===== config.mk =====
export PLATFORM = sky130hd
export DESIGN_NAME = char_lcd_nibble_sequencer
export DESIGN_NICKNAME = d
export VERILOG_FILES = /design/src/rtl/clns_pkg.sv /design/src/rtl/clns_front.sv /design/src/rtl/clns_job_queue.sv /design/src/rtl/clns_back.sv /design/src/rtl/char_lcd_nibble_sequencer.sv
export SDC_FILE = /design/constraint.sdc
export NUM_CORES = 1
export LEC_CHECK = 0
export ABC_CLOCK_PERIOD_IN_PS = 2350
export CAP_MARGIN = 10
export CORE_MARGIN = 2
export CORE_UTILIZATION = 50
export CTS_CLUSTER_SIZE = 14
export DETAILED_ROUTE_END_ITERATION = 6
export DONT_BUFFER_PORTS = 1
export SLEW_MARGIN = 20
export SYNTH_ARGS = -nofsm -noshare
export SYNTH_HDL_FRONTEND = slang
export SYNTH_SLANG_ARGS = --single-unit

===== constraint.sdc =====
create_clock -name clk -period 2.35 [get_ports clk]
set_clock_uncertainty 0.05 [all_clocks]
set_input_delay 0.235 -clock clk [delete_from_list [all_inputs] [get_ports clk]]
set_output_delay 0.235 -clock clk [all_outputs]
set_load 0.01 [all_outputs]

===== src/rtl/clns_pkg.sv =====
`default_nettype none

package clns_pkg;

    // Request codes
    localparam logic [2:0] REQ_INIT    = 3'd0;
    localparam logic [2:0] REQ_CLEAR   = 3'd1;
    localparam logic [2:0] REQ_DISPLAY = 3'd2;
    localparam logic [2:0] REQ_CURSOR  = 3'd3;
    localparam logic [2:0] REQ_WRITE   = 3'd4;

    // Configuration register indexes
    localparam logic [0:0] CFG_ROWS = 1'b0;
    localparam logic [0:0] CFG_COLS = 1'b1;

    localparam logic [2:0] ROWS_RESET = 3'd1;
    localparam logic [5:0] COLS_RESET = 6'd8;

    // Controller command bytes
    localparam logic [7:0] CMD_FUNC_2LINE  = 8'h28;
    localparam logic [7:0] CMD_FUNC_1LINE  = 8'h20;
    localparam logic [7:0] CMD_DISPLAY_ON  = 8'h0C;
    localparam logic [7:0] CMD_DISPLAY_OFF = 8'h08;
    localparam logic [7:0] CMD_CLEAR       = 8'h01;
    localparam logic [7:0] CMD_ENTRY       = 8'h06;
    localparam logic [7:0] CMD_SET_ADDR    = 8'h80;
    localparam logic [7:0] ROW_OFFSET      = 8'h40;

    localparam logic [3:0] NIB_RESET = 4'h3;
    localparam logic [3:0] NIB_4BIT  = 4'h2;

    localparam logic [5:0] WIDE_COLUMNS = 6'd24;

    localparam logic [1:0] MASK_CTRL0 = 2'b01;
    localparam logic [1:0] MASK_CTRL1 = 2'b10;
    localparam logic [1:0] MASK_BOTH  = 2'b11;

    // Strobe steps of a run
    localparam logic [3:0] BYTE_LAST_STEP = 4'd1;
    localparam logic [3:0] INIT_BYTE_STEP = 4'd4;
    localparam logic [3:0] INIT_LAST_STEP = 4'd11;
    localparam logic [3:0] INIT_NIB2_STEP = 4'd3;
    localparam logic [1:0] INIT_CLEAR_IDX = 2'd2;

    localparam int QUEUE_DEPTH = 2;

    typedef enum logic [1:0] {
        WAIT_NONE  = 2'd0,
        WAIT_SHORT = 2'd1,
        WAIT_CLEAR = 2'd2,
        WAIT_RESET = 2'd3
    } wait_t;

    // One unit of work for the back end: a single byte, or the init run
    typedef struct packed {
        logic       is_init;
        logic [1:0] mask;
        logic       rs;
        logic [7:0] data;
        logic       slow;
    } job_t;

    typedef struct packed {
        logic [1:0] mask;
        logic       rs;
        logic [3:0] nibble;
        wait_t      wait_code;
        logic       last;
    } strobe_t;

    function automatic logic [12:0] wait_value(wait_t w);
        logic [12:0] v;
        case (w)
            WAIT_NONE:  v = 13'd0;
            WAIT_SHORT: v = 13'd50;
            WAIT_CLEAR: v = 13'd1650;
            WAIT_RESET: v = 13'd4500;
            default:    v = 13'd0;
        endcase
        return v;
    endfunction

    // Command bytes that follow the reset nibbles of the init run
    function automatic logic [7:0] init_byte(logic [1:0] idx, logic [7:0] mode);
        logic [7:0] b;
        case (idx)
            2'd0:    b = mode;
            2'd1:    b = CMD_DISPLAY_ON;
            2'd2:    b = CMD_CLEAR;
            default: b = CMD_ENTRY;
        endcase
        return b;
    endfunction

endpackage

`default_nettype wire


===== src/rtl/clns_front.sv =====
`default_nettype none

module clns_front (
    input  wire logic            clk,
    input  wire logic            rst_n,
    input  wire logic            cfg_valid,
    output logic                 cfg_ready,
    input  wire logic [0:0]      cfg_index,
    input  wire logic [5:0]      cfg_data,
    input  wire logic            push,
    output logic                 full,
    input  wire logic [2:0]      req_type,
    input  wire logic [1:0]      row,
    input  wire logic [5:0]      col,
    input  wire logic [7:0]      char_code,
    input  wire logic            display_on,
    output clns_pkg::job_t       job,
    output logic                 job_push,
    input  wire logic            job_full
);
    import clns_pkg::*;

    logic [2:0] rows_reg;
    logic [5:0] cols_reg;
    logic [1:0] cur_mask_reg;
    logic [1:0] cur_mask_next;

    logic       accept;
    logic       wide;
    logic [1:0] global_mask;
    logic [1:0] cursor_mask;
    logic [7:0] addr;
    logic [7:0] mode;
    logic       job_valid;

    assign cfg_ready = 1'b1;
    assign full      = job_full;
    assign accept    = push & ~job_full;

    assign wide        = cols_reg > WIDE_COLUMNS;
    assign global_mask = wide ? MASK_BOTH : MASK_CTRL0;
    assign mode        = (rows_reg > 3'd1) ? CMD_FUNC_2LINE : CMD_FUNC_1LINE;

    always_comb
    begin
        cursor_mask = MASK_CTRL0;
        if (wide)
        begin
            cursor_mask = row[1] ? MASK_CTRL1 : MASK_CTRL0;
            addr = (row[0] ? ROW_OFFSET : 8'd0) + {2'b00, col};
        end
        else if (rows_reg > 3'd2)
        begin
            // Panels of more than two rows continue row zero in row one and row two in row three.
            addr = (row[0] ? {2'b00, cols_reg} : 8'd0) + (row[1] ? ROW_OFFSET : 8'd0)
                   + {2'b00, col};
        end
        else
        begin
            addr = ((row != 2'd0) ? ROW_OFFSET : 8'd0) + {2'b00, col};
        end
    end

    always_comb
    begin
        job           = '0;
        job_valid     = 1'b1;
        cur_mask_next = cur_mask_reg;
        case (req_type)
            REQ_INIT:
            begin
                job.is_init = 1'b1;
                job.mask    = global_mask;
                job.data    = mode;
            end
            REQ_CLEAR:
            begin
                job.mask = global_mask;
                job.data = CMD_CLEAR;
                job.slow = 1'b1;
            end
            REQ_DISPLAY:
            begin
                job.mask = global_mask;
                job.data = display_on ? CMD_DISPLAY_ON : CMD_DISPLAY_OFF;
            end
            REQ_CURSOR:
            begin
                job.mask = cursor_mask;
                job.data = CMD_SET_ADDR | {1'b0, addr[6:0]};
                if (accept)
                begin
                    cur_mask_next = cursor_mask;
                end
            end
            REQ_WRITE:
            begin
                job.mask = cur_mask_reg;
                job.rs   = 1'b1;
                job.data = char_code;
            end
            default:
            begin
                job_valid = 1'b0;
            end
        endcase
    end

    assign job_push = accept & job_valid;

    always_ff @(posedge clk or negedge rst_n)
    begin
        if (!rst_n)
        begin
            rows_reg     <= ROWS_RESET;
            cols_reg     <= COLS_RESET;
            cur_mask_reg <= MASK_CTRL0;
        end
        else
        begin
            cur_mask_reg <= cur_mask_next;
            if (cfg_valid && cfg_ready)
            begin
                case (cfg_index)
                    CFG_ROWS: rows_reg <= cfg_data[2:0];
                    CFG_COLS: cols_reg <= cfg_data;
                    default:  ;
                endcase
            end
        end
    end

endmodule

`default_nettype wire


===== src/rtl/clns_job_queue.sv =====
`default_nettype none

module clns_job_queue (
    input  wire logic            clk,
    input  wire logic            rst_n,
    input  wire logic            wr_en,
    input  wire clns_pkg::job_t  wr_job,
    output logic                 full,
    output logic                 rd_valid,
    output clns_pkg::job_t       rd_job,
    input  wire logic            rd_en
);
    import clns_pkg::*;

    job_t       mem_reg [QUEUE_DEPTH];
    logic       wr_ptr_reg;
    logic       rd_ptr_reg;
    logic [1:0] count_reg;
    logic [1:0] count_next;

    assign full     = count_reg == 2'(QUEUE_DEPTH);
    assign rd_valid = count_reg != 2'd0;
    assign rd_job   = mem_reg[rd_ptr_reg];

    always_comb
    begin
        count_next = count_reg;
        if (wr_en && !rd_en)
        begin
            count_next = count_reg + 2'd1;
        end
        else if (!wr_en && rd_en)
        begin
            count_next = count_reg - 2'd1;
        end
    end

    always_ff @(posedge clk or negedge rst_n)
    begin
        if (!rst_n)
        begin
            wr_ptr_reg <= 1'b0;
            rd_ptr_reg <= 1'b0;
            count_reg  <= 2'd0;
        end
        else
        begin
            count_reg <= count_next;
            if (wr_en)
            begin
                wr_ptr_reg <= ~wr_ptr_reg;
            end
            if (rd_en)
            begin
                rd_ptr_reg <= ~rd_ptr_reg;
            end
        end
    end

    always_ff @(posedge clk)
    begin
        if (wr_en)
        begin
            mem_reg[wr_ptr_reg] <= wr_job;
        end
    end

    a_no_overflow: assert property (@(posedge clk) disable iff (!rst_n)
        wr_en |-> (!full || rd_en))
        else $error("job queue written while full");

    a_no_underflow: assert property (@(posedge clk) disable iff (!rst_n)
        rd_en |-> rd_valid)
        else $error("job queue read while empty");

endmodule

`default_nettype wire


===== src/rtl/clns_back.sv =====
`default_nettype none

module clns_back (
    input  wire logic            clk,
    input  wire logic            rst_n,
    input  wire logic            job_valid,
    input  wire clns_pkg::job_t  job,
    output logic                 job_pop,
    output logic                 empty,
    input  wire logic            pop,
    output logic [1:0]           enable_mask,
    output logic                 reg_select,
    output logic [3:0]           nibble,
    output logic [12:0]          wait_us,
    output logic                 last
);
    import clns_pkg::*;

    logic [3:0] step_reg;
    logic [3:0] step_next;

    strobe_t    oq_reg [QUEUE_DEPTH];
    logic       oq_wr_ptr_reg;
    logic       oq_rd_ptr_reg;
    logic [1:0] oq_count_reg;
    logic [1:0] oq_count_next;

    strobe_t    strobe;
    strobe_t    head;
    logic [3:0] rel_step;
    logic [1:0] byte_idx;
    logic [7:0] cur_byte;
    logic       low;
    logic       slow_low;
    logic       oq_pop;
    logic       room;
    logic       advance;

    // Strobe for the current step of the job at the head of the job queue
    always_comb
    begin
        rel_step = step_reg - INIT_BYTE_STEP;
        byte_idx = rel_step[2:1];
        cur_byte = job.is_init ? init_byte(byte_idx, job.data) : job.data;
        low      = step_reg[0];
        slow_low = job.is_init ? (byte_idx == INIT_CLEAR_IDX) : job.slow;

        strobe.mask = job.mask;
        strobe.rs   = job.rs;
        strobe.last = step_reg == (job.is_init ? INIT_LAST_STEP : BYTE_LAST_STEP);
        if (job.is_init && step_reg < INIT_BYTE_STEP)
        begin
            strobe.nibble    = (step_reg == INIT_NIB2_STEP) ? NIB_4BIT : NIB_RESET;
            strobe.wait_code = WAIT_RESET;
        end
        else
        begin
            strobe.nibble = low ? cur_byte[3:0] : cur_byte[7:4];
            if (!low)
            begin
                strobe.wait_code = WAIT_NONE;
            end
            else if (slow_low)
            begin
                strobe.wait_code = WAIT_CLEAR;
            end
            else
            begin
                strobe.wait_code = WAIT_SHORT;
            end
        end
    end

    assign oq_pop  = pop & ~empty;
    assign room    = (oq_count_reg != 2'(QUEUE_DEPTH)) | oq_pop;
    assign advance = job_valid & room;
    assign job_pop = advance & strobe.last;

    always_comb
    begin
        step_next = step_reg;
        if (advance)
        begin
            step_next = strobe.last ? 4'd0 : step_reg + 4'd1;
        end

        oq_count_next = oq_count_reg;
        if (advance && !oq_pop)
        begin
            oq_count_next = oq_count_reg + 2'd1;
        end
        else if (!advance && oq_pop)
        begin
            oq_count_next = oq_count_reg - 2'd1;
        end
    end

    always_ff @(posedge clk or negedge rst_n)
    begin
        if (!rst_n)
        begin
            step_reg      <= 4'd0;
            oq_wr_ptr_reg <= 1'b0;
            oq_rd_ptr_reg <= 1'b0;
            oq_count_reg  <= 2'd0;
        end
        else
        begin
            step_reg     <= step_next;
            oq_count_reg <= oq_count_next;
            if (advance)
            begin
                oq_wr_ptr_reg <= ~oq_wr_ptr_reg;
            end
            if (oq_pop)
            begin
                oq_rd_ptr_reg <= ~oq_rd_ptr_reg;
            end
        end
    end

    always_ff @(posedge clk)
    begin
        if (advance)
        begin
            oq_reg[oq_wr_ptr_reg] <= strobe;
        end
    end

    assign head        = oq_reg[oq_rd_ptr_reg];
    assign empty       = oq_count_reg == 2'd0;
    assign enable_mask = head.mask;
    assign reg_select  = head.rs;
    assign nibble      = head.nibble;
    assign wait_us     = wait_value(head.wait_code);
    assign last        = head.last;

    a_byte_step: assert property (@(posedge clk) disable iff (!rst_n)
        (job_valid && !job.is_init) |-> (step_reg <= BYTE_LAST_STEP))
        else $error("byte job step beyond its low nibble");

    a_step_range: assert property (@(posedge clk) disable iff (!rst_n)
        step_reg <= INIT_LAST_STEP)
        else $error("step counter out of range");

    a_run_restart: assert property (@(posedge clk) disable iff (!rst_n)
        job_pop |=> (step_reg == 4'd0))
        else $error("step counter not cleared after a finished run");

    a_oq_count: assert property (@(posedge clk) disable iff (!rst_n)
        oq_count_reg <= 2'(QUEUE_DEPTH))
        else $error("strobe queue count out of range");

endmodule

`default_nettype wire


===== src/rtl/char_lcd_nibble_sequencer.sv =====
// The first strobe of an accepted request passes the job queue and then the strobe queue.
// One strobe per cycle leaves the back-end sequencer while the strobe queue has room; a byte
// request is two strobes, init twelve, and full deasserts while the job queue has room.
// Unknown request codes are accepted and produce no strobes.
// Reset (rst_n low, asynchronous): one row, eight columns, both queues empty and
// data writes aimed at controller zero.
`default_nettype none

module char_lcd_nibble_sequencer (
    input  wire logic        clk,
    input  wire logic        rst_n,
    input  wire logic        cfg_valid,
    output logic             cfg_ready,
    input  wire logic [0:0]  cfg_index,
    input  wire logic [5:0]  cfg_data,
    input  wire logic        push,
    output logic             full,
    input  wire logic [2:0]  req_type,
    input  wire logic [1:0]  row,
    input  wire logic [5:0]  col,
    input  wire logic [7:0]  char_code,
    input  wire logic        display_on,
    output logic             empty,
    input  wire logic        pop,
    output logic [1:0]       enable_mask,
    output logic             reg_select,
    output logic [3:0]       nibble,
    output logic [12:0]      wait_us,
    output logic             last
);
    import clns_pkg::*;

    job_t front_job;
    job_t queued_job;
    logic job_push;
    logic job_full;
    logic job_valid;
    logic job_pop;

    clns_front u_front (
        .clk        (clk),
        .rst_n      (rst_n),
        .cfg_valid  (cfg_valid),
        .cfg_ready  (cfg_ready),
        .cfg_index  (cfg_index),
        .cfg_data   (cfg_data),
        .push       (push),
        .full       (full),
        .req_type   (req_type),
        .row        (row),
        .col        (col),
        .char_code  (char_code),
        .display_on (display_on),
        .job        (front_job),
        .job_push   (job_push),
        .job_full   (job_full)
    );

    clns_job_queue u_job_queue (
        .clk      (clk),
        .rst_n    (rst_n),
        .wr_en    (job_push),
        .wr_job   (front_job),
        .full     (job_full),
        .rd_valid (job_valid),
        .rd_job   (queued_job),
        .rd_en    (job_pop)
    );

    clns_back u_back (
        .clk         (clk),
        .rst_n       (rst_n),
        .job_valid   (job_valid),
        .job         (queued_job),
        .job_pop     (job_pop),
        .empty       (empty),
        .pop         (pop),
        .enable_mask (enable_mask),
        .reg_select  (reg_select),
        .nibble      (nibble),
        .wait_us     (wait_us),
        .last        (last)
    );

endmodule

`default_nettype wire


# ---- Yosys cells after proc, flatten, opt, wreduce, memory -nomap -nowiden
# Memories as Yosys holds them, arrays and structs flattened.
# Cells that the tools add are included.
dict set report classes {
  addsub 10
  magnitude_cmp 4
  eq_ne 13
  n_mux 36
  bitwise_logic 13
  n_reduce_logical 22
}
# op n
set op_table {}
lappend op_table {{13-bit one-hot mux with 4 select lines} 1}
lappend op_table {{8-bit one-hot mux with 5 select lines} 1}
lappend op_table {{7-bit two-way mux} 5}
lappend op_table {{8-bit one-hot mux with 3 select lines} 1}
lappend op_table {{7-bit by 6-bit adder with 7-bit output} 3}
lappend op_table {{2-bit two-way mux} 9}
lappend op_table {{4-bit two-way mux} 4}
lappend op_table {{6-bit two-way mux} 2}
lappend op_table {{1-bit two-way mux} 10}
lappend op_table {{2-bit equality test (second input constant)} 4}
lappend op_table {{8-bit two-way mux} 1}
lappend op_table {{2-bit nonzero test} 4}
lappend op_table {{6-bit by 7-bit adder with 7-bit output} 1}
lappend op_table {{1-bit inverter} 7}
lappend op_table {{3-bit by 2-bit equality test with 1-bit output (second input constant)} 2}
lappend op_table {{6-bit by 5-bit greater-than comparator with 1-bit output (second input constant)} 1}
lappend op_table {{2-bit logical NOT} 3}
lappend op_table {{2-bit one-hot mux with 3 select lines} 1}
lappend op_table {{2-bit AND reduction} 3}
lappend op_table {{1-bit AND} 5}
lappend op_table {{1-bit logical AND} 5}
lappend op_table {{5-bit OR reduction} 1}
lappend op_table {{2-bit by 1-bit adder with 2-bit output (second input constant)} 2}
lappend op_table {{4-bit by 1-bit adder with 4-bit output (second input constant)} 1}
lappend op_table {{other kinds (16)} 21}
dict set report word_totals {
  reg_bits 23
  ramBits 46
  inputBits 32
  out_inout_bits 24
  word_cells 110
  mem_count 2
}
# memory depth width read_ports rd_ports_with_merged_regs wr line_no
set memory_table {}
lappend memory_table {u_job_queue.mem_reg 2 13 1 0 1 clns_job_queue.sv:15} ;# job_t mem_reg [QUEUE_DEPTH];
lappend memory_table {u_back.oq_reg 2 10 1 0 1 clns_back.sv:22} ;# strobe_t oq_reg [QUEUE_DEPTH];

# ---- Longest topological paths before layout
# Gate-level depths: netlist of the first run.
dict set report logic_depth {
  word_depth 9
  mapped_depth 9
  depth_no_buf 8
}

# ---- Cells and area by module
# Synthesis of the first run repeated with hierarchy kept, for this count alone.
dict set report hier_totals {
  cells_unflattened 296
  area_unflattened_um2 3694.8
}
# module n_inst cells_per_inst area_each_um2 seq_area_each_um2
set by_module_without_submodules {}
lappend by_module_without_submodules {clns_back 1 118 1492.7 800.8}
lappend by_module_without_submodules {clns_job_queue 1 56 1127.3 880.8}
lappend by_module_without_submodules {clns_front 1 122 1074.8 279.0}

# ---- Worst setup path after synthesis of the first run
# OpenSTA, ideal clock, no wires.
dict set report synth_timing {
  kind {reg-to-reg}
  start {register u_job_queue.rd_ptr_reg}
  end {register u_job_queue.count_reg[1]}
  setup_time_ns 0.079
  t_arrival_ns 1.979
  required_ns 2.221
  slack_ns 0.242
  path_stages_with_launch 10
  path_buffers 1
  synth_period_minus_slack_ns 2.108
  cell_sequence {dfrtp_1 > buf_6 > mux2_4 > or3_4 > a211oi_2 > inv_1 > ha_1 > xor2_1 > nor2_1 > xor2_1}
}
dict set report synth_via {
  elab_chain_len 7
  elab_cells_between_ends 9
  classes_between {eq/ne (1); mux (2); bitwise (1); reduce/logical (4); memory (1)}
}
# item line_no
set synth_rtl {}
lappend synth_rtl {{start: declaration} clns_job_queue.sv:17} ;# logic rd_ptr_reg;
lappend synth_rtl {{start signal: assignment} clns_job_queue.sv:55} ;# rd_ptr_reg <= ~rd_ptr_reg;
lappend synth_rtl {{memory read 2 x 13 bit *} --}
lappend synth_rtl {{4-bit two-way mux *} clns_back.sv:50} ;# strobe.last = step_reg == (job.is_init ? INIT_LAST_STEP : BYTE_LAST_STEP);
lappend synth_rtl {{4-bit equality test *} clns_back.sv:50}
lappend synth_rtl {{1-bit AND *} clns_back.sv:77} ;# assign job_pop = advance & strobe.last;
lappend synth_rtl {{1-bit logical NOT} clns_job_queue.sv:28} ;# if (wr_en && !rd_en)
lappend synth_rtl {{1-bit logical AND} clns_job_queue.sv:28}
lappend synth_rtl {{2-bit two-way mux / 2-bit nonzero test (equally long branches)} --}
lappend synth_rtl {{end signal: assignment} clns_job_queue.sv:48} ;# count_reg <= count_next;
lappend synth_rtl {{end: declaration} clns_job_queue.sv:18} ;# logic [1:0] count_reg;
# Mark *: on every way between the ends. The rest lies on a longest branch, timed or not.
# A chain may end at the register's enable or synchronous reset.

==> results by group, run 1 <==
Yosys
  • Synth area leaders: sky130_fd_sc_hd__edfxtp_1, sky130_fd_sc_hd__dfrtp_1, sky130_fd_sc_hd__mux2_2
  • Proportion of netlist area held by the largest area contributor: 0.388
  • Sequential fraction of the synthesis area: 0.550
  • Share of synthesized cell area in full adder, half adder and majority cells: 0.0477
  • Leading post-synthesis cells by instance count: sky130_fd_sc_hd__edfxtp_1, sky130_fd_sc_hd__mux2_2, sky130_fd_sc_hd__nand2_1
  • Synthesized area divided by synthesized cell count: 12.5 um2
  • Synth Area in Compound Gates: 0.110
  • Number of enable flip-flop cells after synthesis: 46
  • Post-synthesis instance total: 286
  • Most numerous cell in the Yosys netlist: sky130_fd_sc_hd__edfxtp_1
  • Count of state elements after synthesis: 69
  • Post-synthesis simple-gate area fraction: 0.102
  • Fraction of registers with async set/reset: 0.333
  • Xor and xnor fraction of the mapped netlist area: 0.0344
  • Largest family of logic cells by synthesized area: multiplexers
  • Largest area contributor in the synthesized netlist: sky130_fd_sc_hd__edfxtp_1
  • Share of cell area taken by muxes after synthesis: 0.111
  • Number of library cell types mapped by synthesis: 58
  • Top FF cell, synth: sky130_fd_sc_hd__edfxtp_1
  • Netlist Area Pre-Place: 0.00356 mm2
  • Synth warnings: 0

STA
  • Setup_tns: 0 ns
  • Transition time of the tightest slew-check pin: 0.829 ns
  • Final critical-path share of the clock period: 0.946
  • Final worst-path setup slack: 0.127 ns
  • Unrepaired setup endpoints after global routing: no
  • Tightest slew margin relative to the limit: 0.445
  • Fmax: 450 MHz
  • Final worst hold slack: 0.0377 ns
  • Number of max-slew violations in the final report: 0
  • Tmin final: roughly 2.2 ns
  • Count of endpoints failing hold in the final timing report: 0
  • Final count of negative-setup-slack endpoints: 0

Pwr
  • Power Total: 4.75 mW
  • Leak: 1.53 nW
  • Power density normalized to cell area: about 1200 mW/mm2
  • Worst-case vdd ir drop: 0.450 mV

CTS
  • # Post-CTS Setup Buffers: 0
  • Number of hold-repair buffers added at the cts stage: 8
  • Buffer type at the clock tree root: sky130_fd_sc_hd__clkbuf_8
  • CTS tree: yes
  • Maximum buffer depth of the clock tree: 2
  • Source-to-sink clock delay at the later pin of the worst-skew pair: 0.34 ns
  • Deepest level of the CTS H-tree: 3
  • CTS buffer count: 9
  • Clock-pin slew on the worst setup and hold paths: 0.07 ns
  • Clk sinks: 69
  • Number of gates resized after CTS: 0

Critical path
  • Crit Path Category: reg2reg
  • Capturing point of the worst reg2reg path: u_job_queue.mem_reg[1][7]
  • Critical path buffers and inverters: 0
  • Critical path data required time: 2.47 ns
  • FF-to-FF path depth: 7
  • Setup slack, reg-to-reg: between 0.1 and 0.15 ns
  • Crit. End Element: register
  • Critical path peak fanout: 3
  • CP startpoint kind: register
  • Maximum single-stage delay on the critical path: 0.47 ns
  • Slowest stage cell on the critical path: sky130_fd_sc_hd__or4_1
  • Cell family with most CP delay: simple AND/OR/NAND/NOR gates
  • Series of cell instances along the critical path: and2_1, ha_1, fa_1, a211oi_1, o21a_1, or4_1, a32oi_1
  • Critical register-to-register path startpoint: u_front.cols_reg[0]
  • Critical path arrival: 2.35 ns

Route
  • Routed wirelength normalized by instance count: 16.2 um
  • DRC violations left: 0
  • Total number of vias: between 2000 and 2500
  • Iteration count of the initial detailed-routing pass: 4
  • Vias per Instance: 5.44
  • Drt first-iter violations: between 100 and 150
  • Total wire length after detailed routing: 6460 um
  • Post-route ant nets: 0

Place
  • Hpwl dp: 4630 um
  • Cell count after placement: 373
  • Final estimated routing congestion in global placement: 0.799
  • Number of buffers added on ports: 0
  • Setup Slack @ Placement: 0.168 ns
  • Placed standard-cell area: approximately 0.0036 mm2

GRT
  • Vias in the first global route: 2082
  • Number of antenna violations at the first check in global routing: 0
  • Maximum number of pins on one net before global-route repair: 24
  • Gr usage total: 0.182
  • Overflow left after global routing: 0
  • Wire length of the first global-routing pass: about 10000 um

Finish
  • Count of antenna diodes in the layout: 0
  • Fraction of layout instances using a drive strength above 1: 0.189
  • Area of all placed cells without fillers: 0.00392 mm2
  • Area overhead of the layout relative to synthesis: 10.0%
  • Final Net Count: approximately 340
  • Post-route insts no fill: slightly below 400
  • Post-route core utilization: 0.574
  • Flip-flop count of the largest register after layout: 26

Min path
  • Hold-critical path endpoint: u_job_queue.mem_reg[0][12]
  • Number of cells on the worst hold path: 1
  • Min-Delay Path Class: in2reg
  • Startpoint of the worst hold path: req_type[0]

Floorplanning
  • Core area: 0.00683 mm2
  • Area of the die: 0.00782 mm2
  • Starting Density: 0.522
  • Die Y-Extent: about 88 um
  • Top-level port count: 56
  • Die boundary width: 88.4 um
  • Number of placement rows: 30

Flow run
  • Max cap viols: 0

Outcome
  • Outcome: finished clean
-- final cells by class --
| class | count | area [um2] |
|---|---|---|
| multi-input cells | 191 | 1460 |
| fillers | 615 | 2910 |
| clock buffers | 13 | 190 |
| inverters | 10 | 37.5 |
| clock inverters | 3 | 15.0 |
| repair buffers | 16 | 138 |
| flip-flops and latches | 69 | 1960 |
| well taps | 96 | 120 |
-- worst reg2reg max path, stage by stage, from the launching register on --
cell and delay (ns):
sky130_fd_sc_hd__dfrtp_1 0.36, sky130_fd_sc_hd__and2_1 0.13, sky130_fd_sc_hd__ha_1 0.21, sky130_fd_sc_hd__fa_1 0.27, sky130_fd_sc_hd__a211oi_1 0.10, sky130_fd_sc_hd__o21a_1 0.21
sky130_fd_sc_hd__or4_1 0.47, sky130_fd_sc_hd__a32oi_1 0.25
-- where the power goes --
group / switching [mW] / internal (mW) / leakage [nW]
combinational: 1.03 / 0.732 / 0.716
sequential: 0.186 / 1.85 / 0.706
clock: 0.434 / 0.529 / 0.110
total: 1.65 / 3.11 / 1.53
-- layer usage --
metal,wire length [um],up-vias,track usage
met2,3220,59,0.300
met3,378,10,0.0625
met5,0,-,0
met1,2760,1025,0.222
met4,97,0,0.0716
li1,-,1071,-
-- placed cells by master (no fill, tap or decap), drive strengths merged, types with 5 or more instances in the layout --
cell type / synthesis / routed
edfxtp: 46 / 46
mux2: 23 / 23
nand2: 21 / 21
dfrtp: 20 / 20
nor2: 15 / 15
clkbuf: 6 / 13
o21ai: 12 / 12
ha: 12 / 12
mux2i: 11 / 11
and2: 9 / 9
inv: 9 / 9
a21oi: 8 / 8
xor2: 8 / 8
dlygate4sd3: 0 / 8
buf: 12 / 8
xnor2: 6 / 6
a21o: 5 / 5
-- worst max-delay path by stage --
stage	startpoint	end	slack, ns	cells past startpoint
after global routing	u_front.cols_reg[0]	u_job_queue.mem_reg[1][7]	0.006	7
final	u_front.cols_reg[0]	u_job_queue.mem_reg[1][7]	0.13	7
after global placement	u_front.cols_reg[0]	u_job_queue.mem_reg[1][7]	0.20	7
after CTS	u_front.cols_reg[0]	u_job_queue.mem_reg[1][7]	0.13	7
after detailed placement	u_front.cols_reg[0]	u_job_queue.mem_reg[1][7]	0.17	7
after floorplan	u_job_queue.rd_ptr_reg	u_job_queue.count_reg[1]	0.24	9
-- logic make-up after synthesis --
kind of cell,count (synthesis)
flip-flops,69
other,2
adder cells (fa/ha/maj),13
buffers and inverters,28
AO/OA/AOI/OAI,56
multiplexers,35
AND/OR/NAND/NOR,69
XOR/XNOR,14
Note: power is estimated with default switching activity, not from simulation.
==> run 2, diff against run 1 <==
CORE_MARGIN = 4   (was 2)
MAX_ROUTING_LAYER = met4   (was unset)
SLEW_MARGIN = unset   (was 20)
==> run 2 against run 1 <==
Non-clock buffer count shrank 2. Cell area grew 0.13%. Worst hold slack better by 0.0085 ns. Routed wire length grew 3.6%. Critical path type unchanged. Via count grew 0.28%. Register-to-register slack barely moved. Largest cell class unchanged.
==> results by group, run 2 (synthesized netlist as in run 1, its figures left out) <==
Outcome
  • Outcome: finished clean

CTS
  • Deepest level of the CTS H-tree: 3
  • CTS tree: yes
  • CTS buffer count: 9
  • Clk sinks: 69
  • Clock-pin slew on the worst setup and hold paths: 0.07 ns
  • Source-to-sink clock delay at the later pin of the worst-skew pair: 0.34 ns
  • Maximum buffer depth of the clock tree: 2
  • Buffer type at the clock tree root: sky130_fd_sc_hd__clkbuf_8

Route
  • Post-route ant nets: 0
  • Total number of vias: 2171
  • Total wire length after detailed routing: 6690 um
  • Vias per Instance: 5.48
  • Iteration count of the initial detailed-routing pass: 4
  • DRC violations left: 0
  • Routed wirelength normalized by instance count: roughly 17 um
  • Drt first-iter violations: 47

Critical path
  • CP startpoint kind: register
  • Critical path peak fanout: 3
  • WP depth: 7
  • Critical register-to-register path startpoint: u_front.cols_reg[0]
  • Critical path data required time: 2.46 ns
  • Crit Path Category: reg2reg
  • Series of cell instances along the critical path: and2_1, ha_1, fa_1, a211oi_1, o21a_1, or4_1, a32oi_1
  • FF-to-FF path depth: 7
  • Worst setup path endpoint: u_job_queue.mem_reg[1][7]
  • Startpoint of the most critical setup path: u_front.cols_reg[0]
  • Slowest stage cell on the critical path: sky130_fd_sc_hd__or4_1
  • Critical path buffers and inverters: 0
  • Critical path arrival: 2.34 ns
  • Setup slack, reg-to-reg: 0.13 ns
  • Crit. End Element: register
  • Maximum single-stage delay on the critical path: 0.47 ns
  • Cell family with most CP delay: simple AND/OR/NAND/NOR gates
  • Capturing point of the worst reg2reg path: u_job_queue.mem_reg[1][7]

Pwr
  • Leak: around 1.5 nW
  • Reg power frac: 0.425
  • Power Total: between 4 and 5 mW
  • Sw frac: 0.343
  • Share of total power in the clock network: 0.208
  • Power density normalized to cell area: 1220 mW/mm2
  • Psw: 1.65 mW
  • Part of the power in combinational logic: 0.367
  • Design internal power: 3.16 mW
  • Worst-case vdd ir drop: 0.468 mV

GRT
  • Wire length of the first global-routing pass: 10800 um
  • Vias in the first global route: 2232
  • Global-route track usage on met2: 0.291
  • Layer with the highest usage: met2
  • Met3 routing resource usage after global routing: 0.0544
  • Number of antenna violations at the first check in global routing: 0
  • Overflow left after global routing: 0
  • Maximum number of pins on one net before global-route repair: 24
  • Gr usage total: 0.172
  • Met1 track demand over resource in global routing: 0.189

Place
  • Placed standard-cell area: 0.00362 mm2
  • Cell count after placement: between 300 and 400
  • Final estimated routing congestion in global placement: roughly 0.87
  • Hpwl dp: 5020 um
  • Number of buffers added on ports: 0

STA
  • Setup_tns: 0 ns
  • Unrepaired setup endpoints after global routing: no
  • Fmax: between 400 and 500 MHz
  • Number of max-slew violations in the final report: 0
  • Tightest slew margin relative to the limit: 0.283
  • Transition time of the tightest slew-check pin: 1.07 ns
  • Final critical-path share of the clock period: 0.946
  • Count of endpoints failing hold in the final timing report: 0
  • Final worst hold slack: 0.0462 ns
  • Final count of negative-setup-slack endpoints: 0
  • Tmin final: 2.22 ns

Floorplanning
  • Core area: about 0.007 mm2
  • Number of placement rows: 30
  • Top-level port count: 56
  • Starting Density: 0.519
  • Die boundary width: 92.4 um
  • Die Y-Extent: 92.4 um
  • Area of the die: 0.00854 mm2

Finish
  • Most common cell after layout, fill and taps aside: sky130_fd_sc_hd__edfxtp_1
  • Area overhead of the layout relative to synthesis: 10.1%
  • Final Net Count: 340
  • Leading cell types in the layout, fill and taps excluded: sky130_fd_sc_hd__edfxtp_1, sky130_fd_sc_hd__mux2_2, sky130_fd_sc_hd__nand2_1, sky130_fd_sc_hd__dfrtp_1, sky130_fd_sc_hd__nor2_1
  • Area of all placed cells without fillers: 0.00393 mm2
  • Count of antenna diodes in the layout: 0
  • Post-route insts no fill: 396
  • Flip-flop count of the largest register after layout: 26
  • Fraction of layout instances using a drive strength above 1: 0.180

Min path
  • Min-Delay Path Class: in2reg

Flow run
  • Max cap viols: 0
==> run 2: cell count changes in the layout (fill, tap and decap cells not counted), sizes merged <==
cell	previous run	this run
buf	8	6
inv	9	10
clkinv	4	3
==> run 2: how the worst min path moves through the flow <==
stage | startpoint | to | slack [ns] | depth (start not counted)
5_1_grt | req_type[0] | u_job_queue.mem_reg[1][12] | 0.04 | 1
6_report | req_type[0] | u_job_queue.mem_reg[1][12] | 0.05 | 1
4_1_cts | req_type[0] | u_job_queue.mem_reg[1][12] | 0.02 | 1
3_5_place_dp | rst_n | u_back.oq_rd_ptr_reg | -0.11 | 0
3_3_place_gp | rst_n | u_back.oq_rd_ptr_reg | -0.11 | 0
2_1_floorplan | rst_n | u_back.oq_count_reg[0] | -0.11 | 0
==> run 2: cell type report <==
class | count | area, um2
Sequential cell | 69 | 1960
Timing Repair Buffer | 14 | 125
Clock inverter | 3 | 20.0
Tap cell | 96 | 120
Multi-Input combinational cell | 191 | 1460
Clock buffer | 13 | 203
Fill cell | 588 | 2940
Inverter | 10 | 37.5
==> run 2: layer usage <==
layer / up-vias / share of wire
li1: 1061 / -
met1: 1038 / 0.42
met2: 56 / 0.50
met3: 16 / 0.057
met4: 0 / 0.023
met5: - / 0
==> run 2: what timing repair did <==
action	4_1_cts	5_1_grt
setup buffers	0	0
resized for setup	0	0
hold buffers	8	0
hold endpoints to repair	33	0
==> run 2: power by group through the flow <==
stage	logic [mW]	registers, mW	clock network (mW)
after floorplan	1.57	2.01	0
after global placement	1.76	2.06	0
after detailed placement	1.76	2.07	0
after CTS	1.79	2.04	1.03
after global routing	1.97	2.08	1.08
final	1.76	2.04	1.00
==> run 2: through the flow <==
stage | util | worst slack, ns
after global placement | 0.528 | 0.164
after global routing | 0.572 | 0.00240
after CTS | 0.572 | 0.104
after floorplan | - | 0.242
final | 0.572 | 0.128
after detailed placement | 0.528 | 0.134
